### src/design/slme_pkg.sv
`timescale 1ns / 1ps
`default_nettype none
package slme_pkg;

	typedef enum logic [1:0] {
		CMD_APPEND_FIRST  = 2'd0,
		CMD_APPEND_SECOND = 2'd1,
		CMD_MERGE         = 2'd2,
		CMD_DUMP          = 2'd3
	} cmd_e;

	localparam logic [1:0] KIND_STATUS  = 2'd0;
	localparam logic [1:0] KIND_ELEMENT = 2'd1;
	localparam logic [1:0] KIND_EMPTY   = 2'd2;

	localparam logic [1:0] ST_DONE      = 2'd0;
	localparam logic [1:0] ST_FULL      = 2'd1;
	localparam logic [1:0] ST_NO_MERGE  = 2'd2;

	typedef struct packed {
		logic [1:0]         cmd;
		logic signed [31:0] value;
	} req_t;

	typedef struct packed {
		logic [1:0]         kind;
		logic               list_id;
		logic signed [31:0] element;
		logic [1:0]         status;
		logic               last;
	} res_t;

	// Queued request from the front part to the back part.
	typedef struct packed {
		logic [1:0]         cmd;
		logic signed [31:0] value;
	} job_t;

endpackage
`default_nettype wire

### src/design/sorted_list_merge_engine_core.sv
`timescale 1ns / 1ps
`default_nettype none
// Two-way merge engine for two lists of signed 32-bit values kept in a pool of
// POOL_SIZE entries. A request is taken when start is high and busy is low;
// busy stays high until the request's final result (last set) has been shown.
// Each result appears on result for exactly one cycle with done high, and the
// receiver must take it then, since the block never waits. An append or a
// refused merge is answered straight from the idle state; a merge runs a compare
// pass then a copy back, paced by the registered list memory reads; a dump
// gives its results one by one, each after a wait state for the memory read.
module sorted_list_merge_engine_core #(
	parameter int POOL_SIZE = 32
) (
	input  wire logic            clk,
	input  wire logic            arst_n,
	input  wire logic            start,
	output logic                 busy,
	input  wire slme_pkg::req_t  req,
	output logic                 done,
	output slme_pkg::res_t       result
);

	logic           job_valid;
	logic           job_take;
	slme_pkg::job_t job;

	slme_front u_front (
		.clk       (clk),
		.arst_n    (arst_n),
		.start     (start),
		.busy      (busy),
		.req       (req),
		.job_valid (job_valid),
		.job       (job),
		.job_take  (job_take)
	);

	slme_back #(.POOL_SIZE(POOL_SIZE)) u_back (
		.clk          (clk),
		.arst_n       (arst_n),
		.job_valid    (job_valid),
		.job          (job),
		.job_take     (job_take),
		.result_valid (done),
		.result       (result)
	);

endmodule
`default_nettype wire

### src/design/slme_front.sv
`timescale 1ns / 1ps
`default_nettype none
module slme_front (
	input  wire logic          clk,
	input  wire logic          arst_n,
	input  wire logic          start,
	output logic               busy,
	input  wire slme_pkg::req_t req,
	output logic               job_valid,
	output slme_pkg::job_t     job,
	input  wire logic          job_take
);

	// Two-entry queue that decouples request capture from execution.
	slme_pkg::job_t q_mem_q [2];
	logic           wr_ptr_q;
	logic           rd_ptr_q;
	logic [1:0]     cnt_q;
	logic           push;
	logic           pop;
	logic           job_busy_q;
	logic           job_take_done;

	// One request in flight: hold further requests while any is queued or running.
	assign busy      = (cnt_q != 2'd0) || job_busy_q;
	assign push      = start && !busy;
	assign job_valid = (cnt_q != 2'd0);
	assign pop       = job_valid && job_take;
	assign job       = q_mem_q[rd_ptr_q];

	// The back part is idle again when it asks for the next job.
	assign job_take_done = job_take && !job_valid;

	always_ff @(posedge clk or negedge arst_n) begin
		if (!arst_n) begin
			wr_ptr_q   <= 1'b0;
			rd_ptr_q   <= 1'b0;
			cnt_q      <= 2'd0;
			job_busy_q <= 1'b0;
		end else begin
			if (push) begin
				wr_ptr_q <= ~wr_ptr_q;
			end
			if (pop) begin
				rd_ptr_q <= ~rd_ptr_q;
			end
			cnt_q <= cnt_q + {1'b0, push} - {1'b0, pop};
			if (pop) begin
				job_busy_q <= 1'b1;
			end else if (job_take_done) begin
				job_busy_q <= 1'b0;
			end
		end
	end

	always_ff @(posedge clk) begin
		if (push) begin
			q_mem_q[wr_ptr_q] <= slme_pkg::job_t'{cmd: req.cmd, value: req.value};
		end
	end

`ifndef SYNTH
	a_cnt_bound: assert property (@(posedge clk) disable iff (!arst_n) cnt_q <= 2'd2)
		else $error("queue count overflow");
	a_no_push_busy: assert property (@(posedge clk) disable iff (!arst_n)
		busy |-> !push) else $error("push while busy");
	a_pop_nonempty: assert property (@(posedge clk) disable iff (!arst_n)
		pop |-> cnt_q != 2'd0) else $error("pop from empty queue");
`endif

endmodule
`default_nettype wire

### src/design/slme_back.sv
`timescale 1ns / 1ps
`default_nettype none
module slme_back #(
	parameter int POOL_SIZE = 32
) (
	input  wire logic           clk,
	input  wire logic           arst_n,
	input  wire logic           job_valid,
	input  wire slme_pkg::job_t job,
	output logic                job_take,
	output logic                result_valid,
	output slme_pkg::res_t      result
);

	localparam int AW = (POOL_SIZE > 1) ? $clog2(POOL_SIZE) : 1;
	localparam int CW = $clog2(POOL_SIZE + 1);
	localparam logic [CW:0] POOL_N = (CW + 1)'(POOL_SIZE);

	typedef enum logic [6:0] {
		S_IDLE  = 7'b0000001,
		S_MREAD = 7'b0000010,
		S_MCMP  = 7'b0000100,
		S_COPY  = 7'b0001000,
		S_COPYW = 7'b0010000,
		S_DUMP  = 7'b0100000,
		S_DUMPW = 7'b1000000
	} state_e;

	state_e state_q;

	logic [31:0] first_mem  [POOL_SIZE];
	logic [31:0] second_mem [POOL_SIZE];
	logic [31:0] scratch_mem[POOL_SIZE];

	logic [CW-1:0] first_cnt_q, second_cnt_q;
	logic [CW-1:0] i_q, j_q, n_q;
	logic          lst_q;
	logic [31:0]   rd_a_q, rd_b_q, rd_s_q;

	logic          a_left, b_left;
	assign a_left = (i_q < first_cnt_q);
	assign b_left = (j_q < second_cnt_q);

	// Signed compare, first list wins on ties.
	logic take_a;
	assign take_a = a_left && (!b_left || ($signed(rd_a_q) <= $signed(rd_b_q)));

	assign job_take = (state_q == S_IDLE);

	// Memory ports.
	logic          fw_en, sw_en, xw_en;
	logic [AW-1:0] fw_addr, sw_addr, xw_addr;
	logic [31:0]   fw_data, sw_data, xw_data;
	logic [AW-1:0] fr_addr, sr_addr, xr_addr;

	always_ff @(posedge clk) begin
		if (fw_en) first_mem[fw_addr]    <= fw_data;
		if (sw_en) second_mem[sw_addr]   <= sw_data;
		if (xw_en) scratch_mem[xw_addr]  <= xw_data;
		rd_a_q <= first_mem[fr_addr];
		rd_b_q <= second_mem[sr_addr];
		rd_s_q <= scratch_mem[xr_addr];
	end

	logic [CW-1:0] total;
	assign total = first_cnt_q + second_cnt_q;

	always_comb begin
		fw_en   = 1'b0;
		sw_en   = 1'b0;
		xw_en   = 1'b0;
		fw_addr = first_cnt_q[AW-1:0];
		sw_addr = second_cnt_q[AW-1:0];
		xw_addr = n_q[AW-1:0];
		fw_data = job.value;
		sw_data = job.value;
		xw_data = take_a ? rd_a_q : rd_b_q;
		fr_addr = i_q[AW-1:0];
		sr_addr = j_q[AW-1:0];
		xr_addr = n_q[AW-1:0];
		case (state_q)
			S_IDLE: begin
				if (job_valid && ({1'b0, total} < POOL_N)) begin
					fw_en = (job.cmd == slme_pkg::CMD_APPEND_FIRST);
					sw_en = (job.cmd == slme_pkg::CMD_APPEND_SECOND);
				end
				fr_addr = '0;
				sr_addr = '0;
				xr_addr = '0;
			end
			S_MCMP: begin
				xw_en = 1'b1;
				if (take_a) fr_addr = AW'(i_q + 1'b1);
				else        sr_addr = AW'(j_q + 1'b1);
			end
			S_COPYW: begin
				fw_en   = 1'b1;
				fw_addr = n_q[AW-1:0];
				fw_data = rd_s_q;
				xr_addr = AW'(n_q + 1'b1);
			end
			default: ;
		endcase
	end

	logic [CW-1:0] cnt_cur;
	assign cnt_cur = lst_q ? second_cnt_q : first_cnt_q;
	logic [CW-1:0] idx_cur;
	assign idx_cur = lst_q ? j_q : i_q;

	always_ff @(posedge clk or negedge arst_n) begin
		slme_pkg::res_t res_n;
		logic           vld_n;
		if (!arst_n) begin
			state_q      <= S_IDLE;
			first_cnt_q  <= '0;
			second_cnt_q <= '0;
			i_q          <= '0;
			j_q          <= '0;
			n_q          <= '0;
			lst_q        <= 1'b0;
			result_valid <= 1'b0;
			result       <= '0;
		end else begin
			vld_n = 1'b0;
			res_n = '0;
			case (state_q)
				S_IDLE: begin
					i_q   <= '0;
					j_q   <= '0;
					n_q   <= '0;
					lst_q <= 1'b0;
					if (job_valid) begin
						case (job.cmd)
							slme_pkg::CMD_APPEND_FIRST, slme_pkg::CMD_APPEND_SECOND: begin
								vld_n      = 1'b1;
								res_n.last = 1'b1;
								if ({1'b0, total} >= POOL_N) begin
									res_n.status = slme_pkg::ST_FULL;
								end else if (job.cmd == slme_pkg::CMD_APPEND_FIRST) begin
									first_cnt_q <= first_cnt_q + 1'b1;
								end else begin
									second_cnt_q <= second_cnt_q + 1'b1;
								end
							end
							slme_pkg::CMD_MERGE: begin
								if (first_cnt_q == '0 || second_cnt_q == '0) begin
									vld_n        = 1'b1;
									res_n.last   = 1'b1;
									res_n.status = slme_pkg::ST_NO_MERGE;
								end else begin
									state_q <= S_MREAD;
								end
							end
							default: state_q <= S_DUMPW;
						endcase
					end
				end
				S_MREAD: state_q <= S_MCMP;
				S_MCMP: begin
					if (take_a) i_q <= i_q + 1'b1;
					else        j_q <= j_q + 1'b1;
					// The copy pass restarts from the head of the scratch list.
					if (n_q + 1'b1 == total) begin
						n_q     <= '0;
						state_q <= S_COPY;
					end else begin
						n_q     <= n_q + 1'b1;
						state_q <= S_MREAD;
					end
				end
				S_COPY: begin
					state_q <= S_COPYW;
				end
				S_COPYW: begin
					n_q <= n_q + 1'b1;
					if (n_q + 1'b1 == total) begin
						first_cnt_q  <= total;
						second_cnt_q <= '0;
						vld_n        = 1'b1;
						res_n.last   = 1'b1;
						res_n.status = slme_pkg::ST_DONE;
						state_q      <= S_IDLE;
					end else begin
						state_q <= S_COPY;
					end
				end
				S_DUMPW: state_q <= S_DUMP;
				S_DUMP: begin
					vld_n         = 1'b1;
					res_n.list_id = lst_q;
					if (cnt_cur == '0) begin
						res_n.kind = slme_pkg::KIND_EMPTY;
					end else begin
						res_n.kind    = slme_pkg::KIND_ELEMENT;
						res_n.element = lst_q ? rd_b_q : rd_a_q;
					end
					if (cnt_cur == '0 || idx_cur + 1'b1 >= cnt_cur) begin
						if (lst_q) begin
							res_n.last = 1'b1;
							state_q    <= S_IDLE;
						end else begin
							lst_q   <= 1'b1;
							state_q <= S_DUMPW;
						end
					end else begin
						if (lst_q) j_q <= j_q + 1'b1;
						else       i_q <= i_q + 1'b1;
						state_q <= S_DUMPW;
					end
				end
				default: state_q <= S_IDLE;
			endcase
			result_valid <= vld_n;
			result       <= res_n;
		end
	end

`ifndef SYNTH
	a_total: assert property (@(posedge clk) disable iff (!arst_n)
		{1'b0, total} <= POOL_N) else $error("pool overcommitted");
	a_merge_end: assert property (@(posedge clk) disable iff (!arst_n)
		(state_q == S_COPYW && n_q + 1'b1 == total) |=> second_cnt_q == '0)
		else $error("second list not emptied after merge");
	a_idle_res: assert property (@(posedge clk) disable iff (!arst_n)
		(result_valid && result.last) |-> state_q == S_IDLE)
		else $error("final result while still working");
`endif

endmodule
`default_nettype wire
### config.mk
export PLATFORM = sky130hd
export DESIGN_NAME = sorted_list_merge_engine_core
export DESIGN_NICKNAME = d
export VERILOG_FILES = /design/src/design/slme_pkg.sv /design/src/design/sorted_list_merge_engine_core.sv /design/src/design/slme_front.sv /design/src/design/slme_back.sv
export SDC_FILE = /design/constraint.sdc
export NUM_CORES = 2
export LEC_CHECK = 0
export BUFFER_PORTS_ARGS = -buffer_cell sky130_fd_sc_hd__buf_2
export CORE_UTILIZATION = 45
export DETAILED_ROUTE_END_ITERATION = 8
export PLACE_DENSITY = 0.58
export SYNTH_ARGS = -nofsm -noshare
export SYNTH_HDL_FRONTEND = slang
export SYNTH_SLANG_ARGS = --single-unit
### constraint.sdc
create_clock -name clk -period 6.1 [get_ports clk]
set_clock_uncertainty 0.05 [all_clocks]
set_input_delay 0.61 -clock clk [delete_from_list [all_inputs] [get_ports clk]]
set_output_delay 0.61 -clock clk [all_outputs]
set_load 0.02 [all_outputs]
======== After elaboration in Yosys (flattened, before gate mapping) ========
Memory sizes are Yosys's and may differ from the RTL's. A register that Yosys moved wholly into a read port is not among the register bits.
Cells that the tools add are included.
storage, ports and cells
  register bits after elaboration ......... 82
  bits in latches ......................... 0
  bits in writable memories ............... 3140
  ROM bits ................................ 0
  input bits .............................. 37
  output and inout port bits .............. 40
  word-level logic and storage cells ...... 166
  memories ................................ 4
operators by class
  add/sub/neg operators ................... 9
  $mul .................................... 0
  div/mod/pow operators ................... 0
  $lt $le $gt $ge ......................... 6
  equal/unequal tests ..................... 24
  shift operators ......................... 0
  mux-type cells .......................... 75
  bitwise logic cells ..................... 2
  reductions and logical operators ........ 29
memory list
  memory              depth  bits a word  rd ports  clocked after memory_dff  write ports  RTL line          text
  u_back.first_mem    32     32           1         1                         1            slme_back.sv:31   logic [31:0] first_mem [POOL_SIZE];
  u_back.scratch_mem  32     32           1         1                         1            slme_back.sv:33   logic [31:0] scratch_mem[POOL_SIZE];
  u_back.second_mem   32     32           1         1                         1            slme_back.sv:32   logic [31:0] second_mem [POOL_SIZE];
  u_front.q_mem_q     2      34           1         0                         1            slme_front.sv:15  slme_pkg::job_t q_mem_q [2];
operators by type and width
  cell                                            count
  two-way mux 32 bit                              4
  two-way mux 6 bit                               19
  one-hot mux 6 bit (3 select lines)              3
  one-hot mux 7 bit (7 select lines)              1
  adder 6 x 1 -> 6 bit (second input constant)    6
  two-way mux 35 bit                              1
  less-or-equal comparator 32 bit                 1
  one-hot mux 5 bit (2 select lines)              3
  two-way mux 7 bit                               4
  one-hot mux 6 bit (2 select lines)              2
  two-way mux 1 bit                               22
  zero test 6 bit                                 3
  two-way mux 5 bit                               3
  != test 2 x 1 -> 1 bit (second input constant)  7
  one-hot mux 7 bit (2 select lines)              1
  < comparator 6 bit                              2
  != test 2 bit (second input constant)           6
  AND reduction 6 bit                             2
  two-way mux 4 bit                               2
  AND reduction 4 bit                             2
  nonzero test 2 bit                              4
  == test 7 x 1 -> 1 bit (second input constant)  1
  == test 7 x 2 -> 1 bit (second input constant)  1
  == test 7 x 3 -> 1 bit (second input constant)  1
  29 further kinds                                44

======== Longest topological paths before layout ========
  depth in word-level cells ............... 7
  mapped depth ............................ 18
  gate-level depth less buffers ........... 14

======== Modules after synthesis ========
Synthesis repeated with hierarchy kept, for this count alone.
unflattened totals
  cells, all modules ...................... 9412
  area total of the unflattened synthesis .. 133420.5 µm²
modules (own cells, without submodules)
  module      times used  cells each  area each (µm²)  sequential area each (µm²)
  slme_back   1           9283        130709.1         96098.4
  slme_front  1           129         2711.4           2167.1

======== Least setup slack after synthesis ========
OpenSTA, ideal clock, no wires.
  path kind ............................... reg-to-reg
  from .................................... register u_back.state_q[5]
  to ...................................... memory u_back.second_mem[31][0], enable pin
  library setup time ...................... 0.421 ns
  arrival time ............................ 3.824 ns
  data required time ...................... 5.629 ns
  setup slack ............................. 1.805 ns
  stages on the path, launching flop included .. 10
  buffers on the path ..................... 1
  period minus slack after synthesis ...... 4.295 ns
  cell sequence ........................... dfrtp_1 > nor4_1 > and3_1 > clkbuf_1 > o21ai_0 > inv_1 > nand2_1 > nor3_1 > nand2_1 > nor2_1
between the ends
  longest elaborated chain between the ends .. 4
RTL lines
  item                                     RTL line          text
  start: declaration                       slme_back.sv:29   state_e state_q;
  start signal: assignment                 slme_back.sv:115  state_q <= S_IDLE;
  start signal: assignment                 slme_back.sv:152  state_q <= S_MREAD;
  start signal: assignment                 slme_back.sv:155  default: state_q <= S_DUMPW;
  == test 7 x 1 -> 1 bit                   slme_back.sv:81   case (state_q)
  two-way mux 1 bit                        slme_back.sv:81
  two-way mux 1 bit                        slme_back.sv:58   if (sw_en) second_mem[sw_addr] <= sw_data;
  two-way mux 1 bit (implied by the code)  slme_back.sv:58
  end: declaration                         slme_back.sv:32
Every way passes these cells.

======== Worst setup path in the final report ========
  from .................................... register u_back.rd_b_q[20], read port of u_back.second_mem
  to ...................................... register u_back.rd_a_q[20], read port of u_back.first_mem
between the ends
  longest elaborated chain between the ends .. 5
RTL lines
  item                                RTL line         text
  start: declaration                  slme_back.sv:38  logic [31:0] rd_a_q, rd_b_q, rd_s_q;
  less-or-equal comparator 32 bit     slme_back.sv:46  assign take_a = a_left && (!b_left || ($signed(rd_a_q) <= $signed(rd_b_q)));
  logical OR 1 bit                    slme_back.sv:46
  logical AND 1 bit                   slme_back.sv:46
  two-way mux 5 bit                   slme_back.sv:93  if (take_a) fr_addr = AW'(i_q + 1'b1);
  one-hot mux 5 bit (2 select lines)  slme_back.sv:81
  end: declaration                    slme_back.sv:38
Every way passes these cells.
A chain may end at the register's enable or synchronous reset.

==> run summary <==
The flow ran to the end, and the final reports show no timing, DRC or antenna violations. The count of synthesis-stage warnings from yosys is 0, and the post-CTS setup buffer count is 0. The run gives 27 as the number of antenna violations at the first check in global routing. The tightest hold path in the finished design has a slack of 0.198 ns.

TritonCTS built the clock tree. The number of clock buffers added by TritonCTS is 346. The first global-routing pass estimated 535000 um of wire. Setup violations remaining at the end of the flow were counted as 0. The final route contains 75900 vias.

The internal power of the cells totals 0.0402 W. Dividing the detail-routed via count by the number of cells gives 5.92. The setup check on the worst reg-to-reg path leaves a slack of 0.25 ns.

The logs give 0 ns for the final setup TNS and 36 for the number of hold-repair buffers added at the cts stage. The run gives 0.452 as the initial cell density of the core. Wires add up to 380000 um. The logs give 0.510 for the relative contribution of sequential cells to total power and 291000 sq um for the area of the core. In the routed design, unresolved DRC markers number 0. Once detailed placement completed, the half-perimeter wirelength came to 224000 um.

Switching part of the total power: 0.245. In this run the worst setup path begins at u_back.rd_b_q[20]. The fraction of layout cells with a size suffix above 1 came out at 0.145. For the worst setup path, the data required time is 6.62 ns. The run gives 0.95 ns as the clock insertion delay at the later pin of the skew report. The sequential fraction of the synthesis area was 0.747. In this run the core area contains 198 standard-cell rows. The clock network fraction of design power was 0.397. STA puts the critical path data arrival time at 6.36 ns.

Area of the mapped netlist: 132000 sq um. The count of endpoints failing hold in the final timing report is 0. The primary flip-flop cell chosen by synthesis mapping was sky130_fd_sc_hd__edfxtp_1. The power density over the cells was 353 nW/um^2. In the synthesized netlist, the number of instances is 8297.

From synthesis to final layout, the design area changed by 14.5%. The run gives 0 as the max capacitance violation total. The run gives 85 as the count of different cell masters after synthesis. The critical path ends at u_back.rd_a_q[20]. The final worst-path cycle share is 0.958. Counting flops and latches in the post-synthesis netlist gives 3318.

The run gives 73400 as the number of global-route vias before repair. A synthesized cell averages 15.9 sq um. Leading cell type in the layout, fill and taps excluded: sky130_fd_sc_hd__edfxtp_1. In this run the remaining antenna-violating nets after routing total 0.

After the last flow step, the layout net total stands at 8720. Once the clock tree was built, the resizer swapped 0 gates to a different size. Buffers placed on the I/O ports in this run total 76. The worst setup path is captured at a flip-flop. Setup repair after global routing left no endpoint under its margin. The die extent in y works out to 543 um. The tools report the startpoint of the most critical register-to-register path as u_back.rd_b_q[20]. Across the VDD grid, the largest voltage drop is 0.000220 V.

The tools report the achievable clock frequency as 0.171 GHz. The run gives 0.190 as the worst max-slew margin expressed relative to the limit. Worst hold path class: in2async. Counting flops with a built-in enable in the synthesized netlist gives 3140. The run gives 77 as the I/O pin total. The run gives 55.3 nW as the leakage component of the power. The final number of max-transition violations was 0; the clock input transition at the sequential cells of the worst setup and hold paths was 0.06 ns. The combinational group share of total power was 0.093.

The tree is rooted in a sky130_fd_sc_hd__clkbuf_16. In this run the deepest clock path goes through 4 buffers. For the pin with the worst max-slew slack, the measured transition is 1.21 ns. In the layout the commonest cells are sky130_fd_sc_hd__edfxtp_1 (3140), sky130_fd_sc_hd__nand2_1 (1498), sky130_fd_sc_hd__mux2i_1 (943).

Net count of the mapped netlist: 8403. The placer congestion estimate was 0.878. In this run the worst path has a maximum fanout of 40. The H-tree was split into 5 levels. By startpoint and endpoint, the worst setup path is classified as reg2reg. The clock period could shrink to 5.85 ns.

The startpoint class of the critical path is a flip-flop. The number of cells on the worst reg-to-reg path is 17, and the violation count after the first detailed-routing iteration is 8609. The logs give 294000 sq um for the die area and 0.0130 W for the net switching power figure.

Dividing the detail-routed wire length by the instance count gives 29.6 um. Before antenna repair, the detailed router went through 6 iterations. The tools report the largest net degree at the start of global routing as 125. The worst register-to-register path ends at u_back.rd_a_q[20]. The number of sinks handled by clock tree synthesis was 3318; the fraction of synthesis flops using an asynchronous set or reset pin was 0.0247. In this run the horizontal extent of the chip is 543 um. For this run the aggregate overflow at the end of global routing stands at 0.

The run gives 0.253 as the overall routing resource usage.
## worst min-delay path by stage
stage / depth (start not counted) / end
3_3_place_gp: 2 / u_front.job_busy_q
2_1_floorplan: 0 / u_back.first_cnt_q[0]
4_1_cts: 2 / u_back.result[36]
3_5_place_dp: 2 / u_front.job_busy_q
6_report: 2 / u_back.result[2]
5_1_grt: 2 / u_back.result[36]
## metal layers
| layer | share of wire | global-route usage | up-vias |
|---|---|---|---|
| li1 | - | - | 32700 |
| met1 | 0.42 | 0.354 | 39300 |
| met2 | 0.47 | 0.410 | 3147 |
| met3 | 0.074 | 0.0342 | 646 |
| met4 | 0.036 | 0.0854 | 0 |
| met5 | 0 | 0 | - |
## worst max-delay path, cell delays in order, from the launching register on
cell                       delay (ns)
sky130_fd_sc_hd__dfxtp_1         0.49
sky130_fd_sc_hd__inv_1           0.09
sky130_fd_sc_hd__ha_1            0.29
sky130_fd_sc_hd__nand4_1         0.27
sky130_fd_sc_hd__or4_4           0.65
sky130_fd_sc_hd__nor3b_2         0.41
sky130_fd_sc_hd__a211o_2         0.20
sky130_fd_sc_hd__nand3b_2        0.23
sky130_fd_sc_hd__and3_1          0.19
sky130_fd_sc_hd__buf_4           0.20
sky130_fd_sc_hd__o31a_2          0.34
sky130_fd_sc_hd__buf_12          0.31
sky130_fd_sc_hd__buf_4           0.30
sky130_fd_sc_hd__buf_12          0.31
sky130_fd_sc_hd__mux2i_1         0.22
sky130_fd_sc_hd__mux2i_1         0.10
sky130_fd_sc_hd__a22oi_1         0.24
sky130_fd_sc_hd__nand4_1         0.52
## through the flow
stage	utilization	instance area, sq um	worst slack, ns	total power (W)	cells
3_5_place_dp	0.478	139000	0.278	0.0325	12100
2_1_floorplan	-	132000	1.81	0.0300	8297
6_report	0.518	151000	0.254	0.0532	12800
5_1_grt	0.518	151000	0.0225	0.0545	12800
3_3_place_gp	0.478	139000	0.329	0.0323	12100
4_1_cts	0.518	151000	0.237	0.0534	12800
## logic make-up after synthesis
logic type | count (synthesis) | synth area share
buffers and inverters | 555 | 0.0197
and+or+nand+nor | 2443 | 0.0801
adders and majority gates | 69 | 0.00662
muxes | 1167 | 0.102
AOI/OAI and AO/OA | 721 | 0.0432
DFF | 3318 | 0.747
xor gates and xnor gates | 24 | 0.00170
## synthesized netlist by cell type, drive strengths merged (4+ instances only)
master   count  area, sq um
mux4       124         2790
a21oi       46          241
a211oi       7         52.6
inv         62          233
nand3      488         2460
edfxtp    3140        94300
a311oi     196         1720
nor2       181          687
a31oi       37          231
a22o         5         43.8
buf        185         1180
nor2b        7         43.8
nand4       77          488
nand2     1500         5630
or3          4         25.0
nor3b        8         75.1
nor3        27          135
o31ai       38          285
and3       105          662
and2         4         25.0
o2111ai      4         35.0
xnor2       16          140
a22oi      128          961
or2          6         37.5
dfrtp       81         2030
nand3b       4         33.8
o21ai       51          259
mux2        99         1110
nor4         8         50.1
dfxtp       96         1920
mux2i      944         9460
a21o        12         90.1
nand2b      13         81.3
ha          68          851
a32oi      132         1160
a311o       33          330
xor2         7         61.3
clkbuf     307         1170
## registers in the layout, summed over array words and instances (netlist names), 2 cells and up
name,cells
u_back.first_cnt_q,6
u_back.first_mem,1024
u_back.i_q,6
u_back.j_q,6
u_back.n_q,6
u_back.rd_a_q,32
u_back.rd_b_q,32
u_back.rd_s_q,32
u_back.result,38
u_back.scratch_mem,1024
u_back.second_cnt_q,6
u_back.second_mem,1024
u_back.state_q,7
u_front.cnt_q,2
u_front.q_mem_q,68
## cell type report
cell class | count | area [sq um]
clock buffer | 450 | 9320
timing repair buffer | 461 | 4190
clock inverter | 191 | 2010
multi-input combinational | 4424 | 31700
tap | 3900 | 4880
antenna | 10 | 25.0
sequential | 3318 | 98300
inverter | 63 | 236
fill | 23800 | 140000
## power groups by stage
stage / combinational, W / clock, W / sequential (W)
after floorplan: 0.00253 / 0 / 0.0275
after global placement: 0.00475 / 0 / 0.0276
after detailed placement: 0.00488 / 0 / 0.0276
after CTS: 0.00492 / 0.0214 / 0.0271
after global routing: 0.00521 / 0.0222 / 0.0272
final: 0.00494 / 0.0211 / 0.0271
No activity file was read; power rests on OpenSTA's default activity.
